==> config.mk <==
export PLATFORM = sky130hd
export DESIGN_NAME = websocket_frame_decoder_flat
export DESIGN_NICKNAME = d
export VERILOG_FILES = /design/src/rtl/wsfd_pkg.sv /design/src/rtl/wsfd_in_if.sv /design/src/rtl/wsfd_out_if.sv /design/src/rtl/wsfd_queue.sv /design/src/rtl/wsfd_front.sv /design/src/rtl/wsfd_back.sv /design/src/rtl/websocket_frame_decoder.sv /design/src/flat_wrapper.sv
export VERILOG_INCLUDE_DIRS = /design/src /design/src/rtl
export SDC_FILE = /design/constraint.sdc
export NUM_CORES = 1
export LEC_CHECK = 0
export BUFFER_PORTS_ARGS = -buffer_cell sky130_fd_sc_hd__buf_2
export CAP_MARGIN = 20
export CORE_ASPECT_RATIO = 0.7
export CORE_MARGIN = 2
export CORE_UTILIZATION = 25
export CTS_CLUSTER_DIAMETER = 40
export CTS_CLUSTER_SIZE = 14
export DETAILED_ROUTE_END_ITERATION = 16
export GPL_ROUTABILITY_DRIVEN = 0
export REMOVE_ABC_BUFFERS = 1
export SYNTH_ARGS = -nofsm -noshare
export SYNTH_HDL_FRONTEND = slang
export SYNTH_SLANG_ARGS = --single-unit
==> constraint.sdc <==
create_clock -name clk -period 5.5 [get_ports clk]
set_input_delay 0.275 -clock clk [delete_from_list [all_inputs] [get_ports clk]]
set_output_delay 0.275 -clock clk [all_outputs]
set_load 0.01 [all_outputs]
==> src/rtl/assert_macros.svh <==
// ----------------------------------------------------------------------------
// Assertion macros
// Shared concurrent assertion wrappers, sampled on clk and disabled in reset.
// ----------------------------------------------------------------------------
`ifndef ASSERT_MACROS_SVH
`define ASSERT_MACROS_SVH

`ifndef SYNTHESIS
`define WSFD_ASSERT(lbl, prop) \
  lbl: assert property (@(posedge clk) disable iff (!rst_n) (prop)) \
    else $error("wsfd assertion failed");
`define WSFD_ASSERT_NEXT(lbl, ante, cons) \
  lbl: assert property (@(posedge clk) disable iff (!rst_n) (ante) |=> (cons)) \
    else $error("wsfd assertion failed");
`else
`define WSFD_ASSERT(lbl, prop)
`define WSFD_ASSERT_NEXT(lbl, ante, cons)
`endif

`endif

==> src/rtl/wsfd_pkg.sv <==
// ----------------------------------------------------------------------------
// WebSocket frame decoder package
// Constants, queue entry and result types shared by the decoder modules.
// ----------------------------------------------------------------------------
package wsfd_pkg;

  // Queue depth must be a power of two.
  localparam int QDepth = 4;
  localparam int QAw    = $clog2(QDepth);

  localparam logic [6:0] Len16Code = 7'd126;
  localparam logic [6:0] Len64Code = 7'd127;
  localparam logic [3:0] Ext16Bytes = 4'd2;
  localparam logic [3:0] Ext64Bytes = 4'd8;
  localparam logic [3:0] KeyBytes   = 4'd4;

  typedef enum logic [2:0] {
    K_HDR0,
    K_HDR1,
    K_EXT,
    K_KEY,
    K_DATA
  } wsfd_kind_t;

  typedef struct packed {
    wsfd_kind_t kind;
    logic [7:0] data;
    logic       emit;
    logic       last;
  } wsfd_op_t;

  typedef struct packed {
    logic        has_payload_byte;
    logic [7:0]  payload_byte;
    logic        fin;
    logic [3:0]  opcode;
    logic        masked;
    logic [63:0] payload_length;
    logic [3:0]  header_length;
    logic        last_of_frame;
  } wsfd_res_t;

  typedef struct packed {
    logic full;
    logic empty;
  } wsfd_qstat_t;

endpackage

==> src/rtl/wsfd_in_if.sv <==
// ----------------------------------------------------------------------------
// Byte input channel
// Valid/ready channel carrying one raw stream byte per item.
// ----------------------------------------------------------------------------
interface wsfd_in_if;
  logic       valid;
  logic       ready;
  logic [7:0] data_byte;

  modport source (output valid, output data_byte, input ready);
  modport sink (input valid, input data_byte, output ready);
endinterface

==> src/rtl/wsfd_out_if.sv <==
// ----------------------------------------------------------------------------
// Result output channel
// Valid/ready channel carrying one decoded payload item with frame fields.
// ----------------------------------------------------------------------------
interface wsfd_out_if;
  logic        valid;
  logic        ready;
  logic        has_payload_byte;
  logic [7:0]  payload_byte;
  logic        fin;
  logic [3:0]  opcode;
  logic        masked;
  logic [63:0] payload_length;
  logic [3:0]  header_length;
  logic        last_of_frame;

  modport source (
    output valid, output has_payload_byte, output payload_byte, output fin,
    output opcode, output masked, output payload_length, output header_length,
    output last_of_frame, input ready
  );
  modport sink (
    input valid, input has_payload_byte, input payload_byte, input fin,
    input opcode, input masked, input payload_length, input header_length,
    input last_of_frame, output ready
  );
endinterface

==> src/rtl/wsfd_queue.sv <==
// ----------------------------------------------------------------------------
// Classified byte queue
// Small show-ahead FIFO between the parsing front and the decoding back.
// ----------------------------------------------------------------------------
`include "assert_macros.svh"

module wsfd_queue (
  input  logic                clk,
  input  logic                rst_n,
  input  logic                push,
  input  wsfd_pkg::wsfd_op_t  push_op,
  input  logic                pop,
  output wsfd_pkg::wsfd_op_t  head_op,
  output wsfd_pkg::wsfd_qstat_t stat
);
  import wsfd_pkg::*;

  wsfd_op_t         mem_r [QDepth];
  logic [QAw-1:0]   wr_ptr_r;
  logic [QAw-1:0]   rd_ptr_r;
  logic [QAw:0]     count_r;
  logic [QAw:0]     count_nxt;

  assign stat.full  = (count_r == (QAw+1)'(QDepth));
  assign stat.empty = (count_r == '0);
  assign head_op    = mem_r[rd_ptr_r];

  always_comb begin
    count_nxt = count_r;
    if (push && !pop) begin
      count_nxt = count_r + 1'b1;
    end else if (pop && !push) begin
      count_nxt = count_r - 1'b1;
    end
  end

  always_ff @(posedge clk) begin
    if (push) begin
      mem_r[wr_ptr_r] <= push_op;
    end
  end

  always_ff @(posedge clk) begin
    if (!rst_n) begin
      wr_ptr_r <= '0;
      rd_ptr_r <= '0;
      count_r  <= '0;
    end else begin
      if (push) begin
        wr_ptr_r <= wr_ptr_r + 1'b1;
      end
      if (pop) begin
        rd_ptr_r <= rd_ptr_r + 1'b1;
      end
      count_r <= count_nxt;
    end
  end

  `WSFD_ASSERT(a_count_bound, count_r <= (QAw+1)'(QDepth))
  `WSFD_ASSERT_NEXT(a_ptr_gap, 1'b1, (wr_ptr_r - rd_ptr_r) == count_r[QAw-1:0])

endmodule

==> src/rtl/wsfd_front.sv <==
// ----------------------------------------------------------------------------
// Frame parser front
// Accepts stream bytes, tracks frame boundaries and tags each byte for the back.
// ----------------------------------------------------------------------------
`include "assert_macros.svh"

module wsfd_front (
  input  logic                  clk,
  input  logic                  rst_n,
  wsfd_in_if.sink               in_byte,
  input  wsfd_pkg::wsfd_qstat_t qstat,
  output logic                  push,
  output wsfd_pkg::wsfd_op_t    push_op
);
  import wsfd_pkg::*;

  typedef enum logic [2:0] {
    PH_HDR0,
    PH_HDR1,
    PH_EXT,
    PH_KEY,
    PH_DATA
  } phase_t;

  phase_t      phase_r, phase_nxt;
  logic        masked_r, masked_nxt;
  logic [63:0] len_r, len_nxt;
  logic [63:0] rem_r, rem_nxt;
  logic [3:0]  cnt_r, cnt_nxt;
  logic [7:0]  b;
  logic [6:0]  len7;

  assign in_byte.ready = !qstat.full;
  assign push          = in_byte.valid && in_byte.ready;
  assign b             = in_byte.data_byte;
  assign len7          = b[6:0];

  always_comb begin
    phase_nxt    = phase_r;
    masked_nxt   = masked_r;
    len_nxt      = len_r;
    rem_nxt      = rem_r;
    cnt_nxt      = cnt_r;
    push_op.kind = K_HDR0;
    push_op.data = b;
    push_op.emit = 1'b0;
    push_op.last = 1'b0;
    case (phase_r)
      PH_HDR1: begin
        push_op.kind = K_HDR1;
        masked_nxt   = b[7];
        if (len7 == Len16Code) begin
          len_nxt   = '0;
          cnt_nxt   = Ext16Bytes;
          phase_nxt = PH_EXT;
        end else if (len7 == Len64Code) begin
          len_nxt   = '0;
          cnt_nxt   = Ext64Bytes;
          phase_nxt = PH_EXT;
        end else begin
          len_nxt = {57'd0, len7};
          if (b[7]) begin
            cnt_nxt   = KeyBytes;
            phase_nxt = PH_KEY;
          end else if (len7 == 7'd0) begin
            push_op.emit = 1'b1;
            push_op.last = 1'b1;
            phase_nxt    = PH_HDR0;
          end else begin
            rem_nxt   = {57'd0, len7};
            phase_nxt = PH_DATA;
          end
        end
      end
      PH_EXT: begin
        push_op.kind = K_EXT;
        len_nxt      = {len_r[55:0], b};
        cnt_nxt      = cnt_r - 1'b1;
        if (cnt_r == 4'd1) begin
          if (masked_r) begin
            cnt_nxt   = KeyBytes;
            phase_nxt = PH_KEY;
          end else if (len_nxt == '0) begin
            push_op.emit = 1'b1;
            push_op.last = 1'b1;
            phase_nxt    = PH_HDR0;
          end else begin
            rem_nxt   = len_nxt;
            phase_nxt = PH_DATA;
          end
        end
      end
      PH_KEY: begin
        push_op.kind = K_KEY;
        cnt_nxt      = cnt_r - 1'b1;
        if (cnt_r == 4'd1) begin
          if (len_r == '0) begin
            push_op.emit = 1'b1;
            push_op.last = 1'b1;
            phase_nxt    = PH_HDR0;
          end else begin
            rem_nxt   = len_r;
            phase_nxt = PH_DATA;
          end
        end
      end
      PH_DATA: begin
        push_op.kind = K_DATA;
        push_op.emit = 1'b1;
        rem_nxt      = rem_r - 1'b1;
        if (rem_r == 64'd1) begin
          push_op.last = 1'b1;
          phase_nxt    = PH_HDR0;
        end
      end
      default: begin
        push_op.kind = K_HDR0;
        phase_nxt    = PH_HDR1;
      end
    endcase
  end

  always_ff @(posedge clk) begin
    if (!rst_n) begin
      phase_r  <= PH_HDR0;
      masked_r <= 1'b0;
      len_r    <= '0;
      rem_r    <= '0;
      cnt_r    <= '0;
    end else if (push) begin
      phase_r  <= phase_nxt;
      masked_r <= masked_nxt;
      len_r    <= len_nxt;
      rem_r    <= rem_nxt;
      cnt_r    <= cnt_nxt;
    end
  end

  `WSFD_ASSERT(a_data_rem, (phase_r != PH_DATA) || (rem_r != '0))

endmodule

==> src/rtl/wsfd_back.sv <==
// ----------------------------------------------------------------------------
// Frame decoder back
// Keeps the frame header fields, unmasks payload bytes and drives the results.
// ----------------------------------------------------------------------------
`include "assert_macros.svh"

module wsfd_back (
  input  logic                  clk,
  input  logic                  rst_n,
  input  wsfd_pkg::wsfd_op_t    head_op,
  input  wsfd_pkg::wsfd_qstat_t qstat,
  output logic                  pop,
  wsfd_out_if.source            out_res
);
  import wsfd_pkg::*;

  logic        fin_r, fin_nxt;
  logic [3:0]  opcode_r, opcode_nxt;
  logic        masked_r, masked_nxt;
  logic [63:0] len_r, len_nxt;
  logic [3:0]  hcnt_r, hcnt_nxt;
  logic [31:0] key_r, key_nxt;
  logic [1:0]  kpos_r, kpos_nxt;
  logic [7:0]  kb;
  logic [7:0]  b;
  logic        out_valid_r;
  wsfd_res_t   res_r, res_nxt;

  assign b   = head_op.data;
  assign pop = !qstat.empty && (!head_op.emit || !out_valid_r || out_res.ready);

  always_comb begin
    case (kpos_r)
      2'd0:    kb = key_r[31:24];
      2'd1:    kb = key_r[23:16];
      2'd2:    kb = key_r[15:8];
      default: kb = key_r[7:0];
    endcase
    if (!masked_r) begin
      kb = 8'd0;
    end
  end

  always_comb begin
    fin_nxt    = fin_r;
    opcode_nxt = opcode_r;
    masked_nxt = masked_r;
    len_nxt    = len_r;
    hcnt_nxt   = hcnt_r;
    key_nxt    = key_r;
    kpos_nxt   = kpos_r;
    case (head_op.kind)
      K_HDR0: begin
        fin_nxt    = b[7];
        opcode_nxt = b[3:0];
        hcnt_nxt   = 4'd1;
      end
      K_HDR1: begin
        masked_nxt = b[7];
        hcnt_nxt   = 4'd2;
        key_nxt    = '0;
        kpos_nxt   = '0;
        if ((b[6:0] == Len16Code) || (b[6:0] == Len64Code)) begin
          len_nxt = '0;
        end else begin
          len_nxt = {57'd0, b[6:0]};
        end
      end
      K_EXT: begin
        len_nxt  = {len_r[55:0], b};
        hcnt_nxt = hcnt_r + 1'b1;
      end
      K_KEY: begin
        key_nxt  = {key_r[23:0], b};
        hcnt_nxt = hcnt_r + 1'b1;
      end
      K_DATA: begin
        kpos_nxt = kpos_r + 1'b1;
      end
      default: begin
        fin_nxt = fin_r;
      end
    endcase

    res_nxt.has_payload_byte = (head_op.kind == K_DATA);
    res_nxt.payload_byte     = (head_op.kind == K_DATA) ? (b ^ kb) : 8'd0;
    res_nxt.fin              = fin_nxt;
    res_nxt.opcode           = opcode_nxt;
    res_nxt.masked           = masked_nxt;
    res_nxt.payload_length   = len_nxt;
    res_nxt.header_length    = hcnt_nxt;
    res_nxt.last_of_frame    = head_op.last;
  end

  always_ff @(posedge clk) begin
    if (!rst_n) begin
      fin_r       <= 1'b0;
      opcode_r    <= '0;
      masked_r    <= 1'b0;
      len_r       <= '0;
      hcnt_r      <= '0;
      key_r       <= '0;
      kpos_r      <= '0;
      out_valid_r <= 1'b0;
    end else begin
      if (pop) begin
        fin_r    <= fin_nxt;
        opcode_r <= opcode_nxt;
        masked_r <= masked_nxt;
        len_r    <= len_nxt;
        hcnt_r   <= hcnt_nxt;
        key_r    <= key_nxt;
        kpos_r   <= kpos_nxt;
      end
      if (pop && head_op.emit) begin
        out_valid_r <= 1'b1;
      end else if (out_res.ready) begin
        out_valid_r <= 1'b0;
      end
    end
  end

  always_ff @(posedge clk) begin
    if (pop && head_op.emit) begin
      res_r <= res_nxt;
    end
  end

  assign out_res.valid            = out_valid_r;
  assign out_res.has_payload_byte = res_r.has_payload_byte;
  assign out_res.payload_byte     = res_r.payload_byte;
  assign out_res.fin              = res_r.fin;
  assign out_res.opcode           = res_r.opcode;
  assign out_res.masked           = res_r.masked;
  assign out_res.payload_length   = res_r.payload_length;
  assign out_res.header_length    = res_r.header_length;
  assign out_res.last_of_frame    = res_r.last_of_frame;

  `WSFD_ASSERT(a_empty_is_last, !out_valid_r || res_r.has_payload_byte || res_r.last_of_frame)
  `WSFD_ASSERT(a_hdr_len_min, !out_valid_r || (res_r.header_length >= 4'd2))

endmodule

==> src/rtl/websocket_frame_decoder.sv <==
// Path: an accepted byte is stored in the queue; any result it gives is registered.
// One byte per cycle unless the queue is full; headers of non-empty frames give no result.
// A four-entry queue between parser and decoder absorbs output stalls.
// Reset: synchronous active-low rst_n clears parse state, queue pointers and output valid.
// ----------------------------------------------------------------------------
// WebSocket frame decoder
// Byte-serial frame parser with unmasking, built as a front, a queue and a back.
// ----------------------------------------------------------------------------
module websocket_frame_decoder (
  input  logic       clk,
  input  logic       rst_n,
  wsfd_in_if.sink    in_byte,
  wsfd_out_if.source out_res
);
  import wsfd_pkg::*;

  logic        push;
  logic        pop;
  wsfd_op_t    push_op;
  wsfd_op_t    head_op;
  wsfd_qstat_t qstat;

  wsfd_front u_front (
    .clk     (clk),
    .rst_n   (rst_n),
    .in_byte (in_byte),
    .qstat   (qstat),
    .push    (push),
    .push_op (push_op)
  );

  wsfd_queue u_queue (
    .clk     (clk),
    .rst_n   (rst_n),
    .push    (push),
    .push_op (push_op),
    .pop     (pop),
    .head_op (head_op),
    .stat    (qstat)
  );

  wsfd_back u_back (
    .clk     (clk),
    .rst_n   (rst_n),
    .head_op (head_op),
    .qstat   (qstat),
    .pop     (pop),
    .out_res (out_res)
  );

endmodule
==> src/flat_wrapper.sv <==
// flat-port wrapper written by rule: the top's interface ports become plain ports
module websocket_frame_decoder_flat import wsfd_pkg::*;
  (clk, rst_n, in_byte_valid, in_byte_data_byte, in_byte_ready, out_res_valid, out_res_has_payload_byte, out_res_payload_byte, out_res_fin, out_res_opcode, out_res_masked, out_res_payload_length, out_res_header_length, out_res_last_of_frame, out_res_ready);
  wsfd_in_if in_byte_i ();
  wsfd_out_if out_res_i ();
  input  logic clk;
  input  logic rst_n;
  input wire logic [$bits(in_byte_i.valid)-1:0] in_byte_valid;
  input wire logic [$bits(in_byte_i.data_byte)-1:0] in_byte_data_byte;
  output wire logic [$bits(in_byte_i.ready)-1:0] in_byte_ready;
  output wire logic [$bits(out_res_i.valid)-1:0] out_res_valid;
  output wire logic [$bits(out_res_i.has_payload_byte)-1:0] out_res_has_payload_byte;
  output wire logic [$bits(out_res_i.payload_byte)-1:0] out_res_payload_byte;
  output wire logic [$bits(out_res_i.fin)-1:0] out_res_fin;
  output wire logic [$bits(out_res_i.opcode)-1:0] out_res_opcode;
  output wire logic [$bits(out_res_i.masked)-1:0] out_res_masked;
  output wire logic [$bits(out_res_i.payload_length)-1:0] out_res_payload_length;
  output wire logic [$bits(out_res_i.header_length)-1:0] out_res_header_length;
  output wire logic [$bits(out_res_i.last_of_frame)-1:0] out_res_last_of_frame;
  input wire logic [$bits(out_res_i.ready)-1:0] out_res_ready;
  assign in_byte_i.valid = in_byte_valid;
  assign in_byte_i.data_byte = in_byte_data_byte;
  assign in_byte_ready = in_byte_i.ready;
  assign out_res_valid = out_res_i.valid;
  assign out_res_has_payload_byte = out_res_i.has_payload_byte;
  assign out_res_payload_byte = out_res_i.payload_byte;
  assign out_res_fin = out_res_i.fin;
  assign out_res_opcode = out_res_i.opcode;
  assign out_res_masked = out_res_i.masked;
  assign out_res_payload_length = out_res_i.payload_length;
  assign out_res_header_length = out_res_i.header_length;
  assign out_res_last_of_frame = out_res_i.last_of_frame;
  assign out_res_i.ready = out_res_ready;
  websocket_frame_decoder u_core (.clk(clk), .rst_n(rst_n), .in_byte(in_byte_i), .out_res(out_res_i));
endmodule
Word level (Yosys, flattened, before mapping):

Memory sizes are Yosys's and may differ from the RTL's. A register that Yosys moved wholly into a read port is not among the register bits.
Cells that the tools add are included.
W data, S select, Z words.

* word-level logic and storage cells: 157
* bits in writable memories: 52
* output and inout bits: 86
* register bits after elaboration: 336
* input bits: 12
* memories: 1

Memory list
* u_core.u_queue.mem_r: words 4, width 13, rd ports 1, clocked after Yosys merged registers in 1, wr ports 1, RTL line wsfd_queue.sv:18 `wsfd_op_t mem_r [QDepth];`

* $add $sub $neg: 8
* bitwise gates (word level): 1
* reduce and logical (&&, ||, !) cells: 35
* multiplexer cells: 60
* equal/unequal tests: 28

Operators with widths (number)
* $mux W64: 9
* $pmux W64 S2: 2
* $pmux W64 S4: 1
* $logic_not A64 Y1: 2
* $eq A64 B1 Y1 const B: 1
* $pmux W32 S2: 1
* $sub A64 B1 Y64 const B: 1
* $mux W3: 12
* $eq A7 B7 Y1 const B: 4
* $mux W4: 6
* $pmux W3 S4: 2
* $pmux W4 S3: 2
* $pmux W8 S3: 1
* $mux W2: 11
* $mux W7: 3
* $ne A2 B2 Y1 const B: 10
* $eq A3 B2 Y1 const B: 4
* $reduce_and A11 Y1: 1
* $reduce_bool A2 Y1: 5
* $eq A3 B3 Y1 const B: 3
* $mux W8: 1
* $pmux W2 S4: 1
* $reduce_and A2 Y1: 4
* $xor A8 B8 Y8: 1
* 23 further kinds: 44

Depth between registers and ports, before layout:

* depth after elaboration: 7
* mapped depth: 13

Modules after synthesis:

From an unflattened synthesis, not the netlist that was laid out.

* cell total of the unflattened synthesis: 1723
* area total of the unflattened synthesis: 17772.0 µm²

Modules (own cells, without submodules)
* wsfd_back: area each 7965.1 µm², seq. area each 4704.5 µm², instances 1, cells each 665
* wsfd_front: area each 7479.7 µm², seq. area each 2722.6 µm², instances 1, cells each 948
* wsfd_queue: area each 2327.2 µm², seq. area each 1741.7 µm², instances 1, cells each 110

Worst setup path before layout:

OpenSTA, ideal clock, no wires.

* kind: reg-to-reg
* from: register with a tool-made name
* to: register u_core.u_back.res_r, in the netlist u_core.u_back.out_res.fin (enable)
* clock period less this slack: 4.301 ns
* arrival time: 3.848 ns
* required time: 5.047 ns
* stages on the path, launching flop included: 8
* library setup time: 0.453 ns
* setup slack: 1.199 ns
* path through: dfxtp_1 buf_2 mux4_2 nand2_1 o31a_1 buf_2 clkbuf_1 and2_1

RTL lines
* end signal: assignment: RTL line wsfd_back.sv:125 `res_r <= res_nxt;`
* end: declaration: RTL line wsfd_back.sv:27 `wsfd_res_t res_r, res_nxt;`

==> flow_summary.toml <==
[outcome]
status = "finished clean"

[logic_synthesis]
syn-mean-instance-area_um2 = 10.0
synth-warning-count = 0
yosysUniqueCellTypes = 76
async_flop_share_pct = 0
ys_seq_area_share_pct = 53.1
ys.flop_type = "dfxtp_1"
netlist.area_leader.share_pct = 29.4
synth_area_leaders = "dfxtp_1, edfxtp_1, nor2_1, a22oi_1, a22o_1"
synth.most_common_cell = "dfxtp_1"
syn_area_um2 = 17300
synth.top_cells.by_count = "dfxtp_1, nor2_1, nand2_1"
synthCells = 1727
synth-edff-count = 136
synth_top_cell_by_area = "dfxtp_1"
ys_ff_latch = 390

[global_routing]
grt_pass1_wl_um = 78900
busiest_layer = "met1"
track_usage_pct = 13.7
gr-usage-met2_pct = 19.4
grtUsageMet1_pct = 20.6
overflow = 0
grt.met3_usage_pct = 3.44
grt_pass1_vias = 13499
antenna_found_initial = 1
grt_max_degree = 125

[power]
p_leak_nw = 7.46
powerDensity_nw_per_um2 = 510
irDropWorstVdd_uv = 292

[detailed_routing]
routed_wl_um = 50300
drt_iter0_markers = 1977
routed_via_density = 5.27
antenna_left = 0
routed-via-count = 14392
drc = 0
drt_pre_antenna_iters = 10
wl_per_cell_um = 18.4

[cts]
htreeDepth = 2
cts_resized = 0
root_buffer = "clkbuf_16"
cts_tree = "yes"
clock_latency_ns = 0.65
clkSlewWorstSetupHoldPaths_ns = 0.06
clock_path_buffers = 3
ctsHoldBuffers = 9
cts_setup_buffers = 0
numCtsBuffers = 56
clkSinkCount = 390

[floorplanning]
die_area_um2 = 71200
initial_core_util_pct = 25.3
core-area_um2 = 68300
dieHeight_um = 224
io_pins = 98
rows = 80
die_w_um = 318

[timing]
min_period_ns = 3.89
period_share_pct = 70.7
hold_viol_final = 0
max_freq_ghz = 0.257
slew_viol_final = 0
worst_slack_ns = 1.61
maxSlewHeadroom_pct = 26.6
fin_skew_ns = 0.0807
whs_ns = 0.203
grt_setup_unrepaired = "false"
max_slew.worst_pin.slew_ns = 1.10
setup-violations-final = 0

[worst_hold_path]
holdPathStages = 4
hp-class = "input pin to register"

[place]
dp_hpwl_um = 32100
place_ws_ns = 1.62
portBuffers = 97

[setup_path]
ff2ff_path_depth = 9
startpoint_type = "register"
crit_top_cell = "buf_4"
crit_required_ns = 6.07
crit_chain = "mux4_2, nand2_1, o31a_2, buf_4, inv_1, nor3b_2, buf_4, nand3_1, a21oi_1"
rrSetupSlack_ns = 1.61
critical_path.max_stage_delay_ns = 0.90
path_class = "register to register"
crit_arrival_ns = 4.46
cp_slowest_cell = "nor3b_2"
path_max_fanout = 33
worstSetupEndpointType = "register"

[layout]
antenna_cells = 0
drive_above_1_share_pct = 15.3
area_growth_pct = 20.0
layout.nets = 1810

[run]
drv_cap = 0
worst max-delay path, delay by kind of cell (launching register included):
kind	cells	cell delay [ns]
AOI/OAI and AO/OA	2	0.31
buffers and inverters	3	1.18
DFF	1	0.63
muxes	1	0.58
and+or+nand+nor	3	1.10
per-stage QoR:
stage	setup TNS (ns)	total power [mW]	util (%)	cells	instance area, um^2
final	0	10.6	30.4	2731	20700
after floorplan	-195.39	5.72	-	1596	16700
after global routing	0	11.1	30.4	2731	20700
after global placement	0	6.73	27.2	2617	18600
after CTS	0	10.6	30.3	2730	20700
after detailed placement	0	6.79	27.2	2617	18600
where the power goes:
part	switching, mW	internal (mW)	leakage, nW	total [mW]
Combinational	2.03	1.00	3.14	3.03
Sequential	0.256	3.49	3.35	3.75
Clock	1.53	2.25	0.973	3.78
layout by cell type (no fill, tap or decap), drive strengths merged, types with 56 or more instances in the layout:
cell / netlist / final
a22oi: 88 / 88
mux2i: 59 / 59
dfxtp: 254 / 254
a21oi: 95 / 95
o21ai: 93 / 93
clkbuf: 101 / 62
nand2: 146 / 146
edfxtp: 136 / 136
nor2: 216 / 216
buf: 30 / 120
a22o: 70 / 70
nand3: 56 / 56
flip-flops by register name (all words and copies together), names as in the netlist, 8 cells and up, named ones only:
signal                                cells
u_core.u_back.key_r                      32
u_core.u_front.len_r                     64
u_core.u_back.len_r                      64
u_core.u_back.out_res.payload_length     64
u_core.u_queue.mem_r                     52
u_core.u_front.rem_r                     64
u_core.u_back.out_res.payload_byte        8
metal layers:
layer / vias to the layer above / routed length (um)
li1: 6635 / -
met1: 7000 / 23700
met2: 675 / 20500
met3: 80 / 5120
met4: 2 / 945
met5: - / 12
logic make-up (layout without fill, tap and decap cells):
| family | after synthesis | in the layout | share of synthesized area (%) |
|---|---|---|---|
| AO/OA/AOI/OAI | 479 | 479 | 19.7 |
| XOR/XNOR | 16 | 16 | 0.812 |
| adder cells (fa/ha/maj) | 15 | 15 | 1.13 |
| buffers and inverters | 154 | 256 | 3.49 |
| flip-flops | 390 | 390 | 53.1 |
| multiplexers | 78 | 78 | 5.51 |
| AND/OR/NAND/NOR | 595 | 595 | 16.3 |
worst paths after layout:
| path | startpoint | end |
|---|---|---|
| setup / recovery | register | u_core.u_back.key_r[23] |
| hold / removal | in_byte_valid | u_core.u_queue.wr_ptr_r[1] |
| setup reg to reg | register | u_core.u_back.key_r[23] |
| hold reg to reg | u_core.u_back.opcode_r[2] | u_core.u_back.opcode_r[2] |
final cells by class:
type	count	area, um^2
repair buffers	129	768
well taps	902	1130
fillers	6914	47500
flip-flops and latches	390	9170
clock inverters	42	582
multi-input cells	1183	7550
inverters	23	91.3
clock buffers	62	1430
No activity file was read; power rests on OpenSTA's default activity.
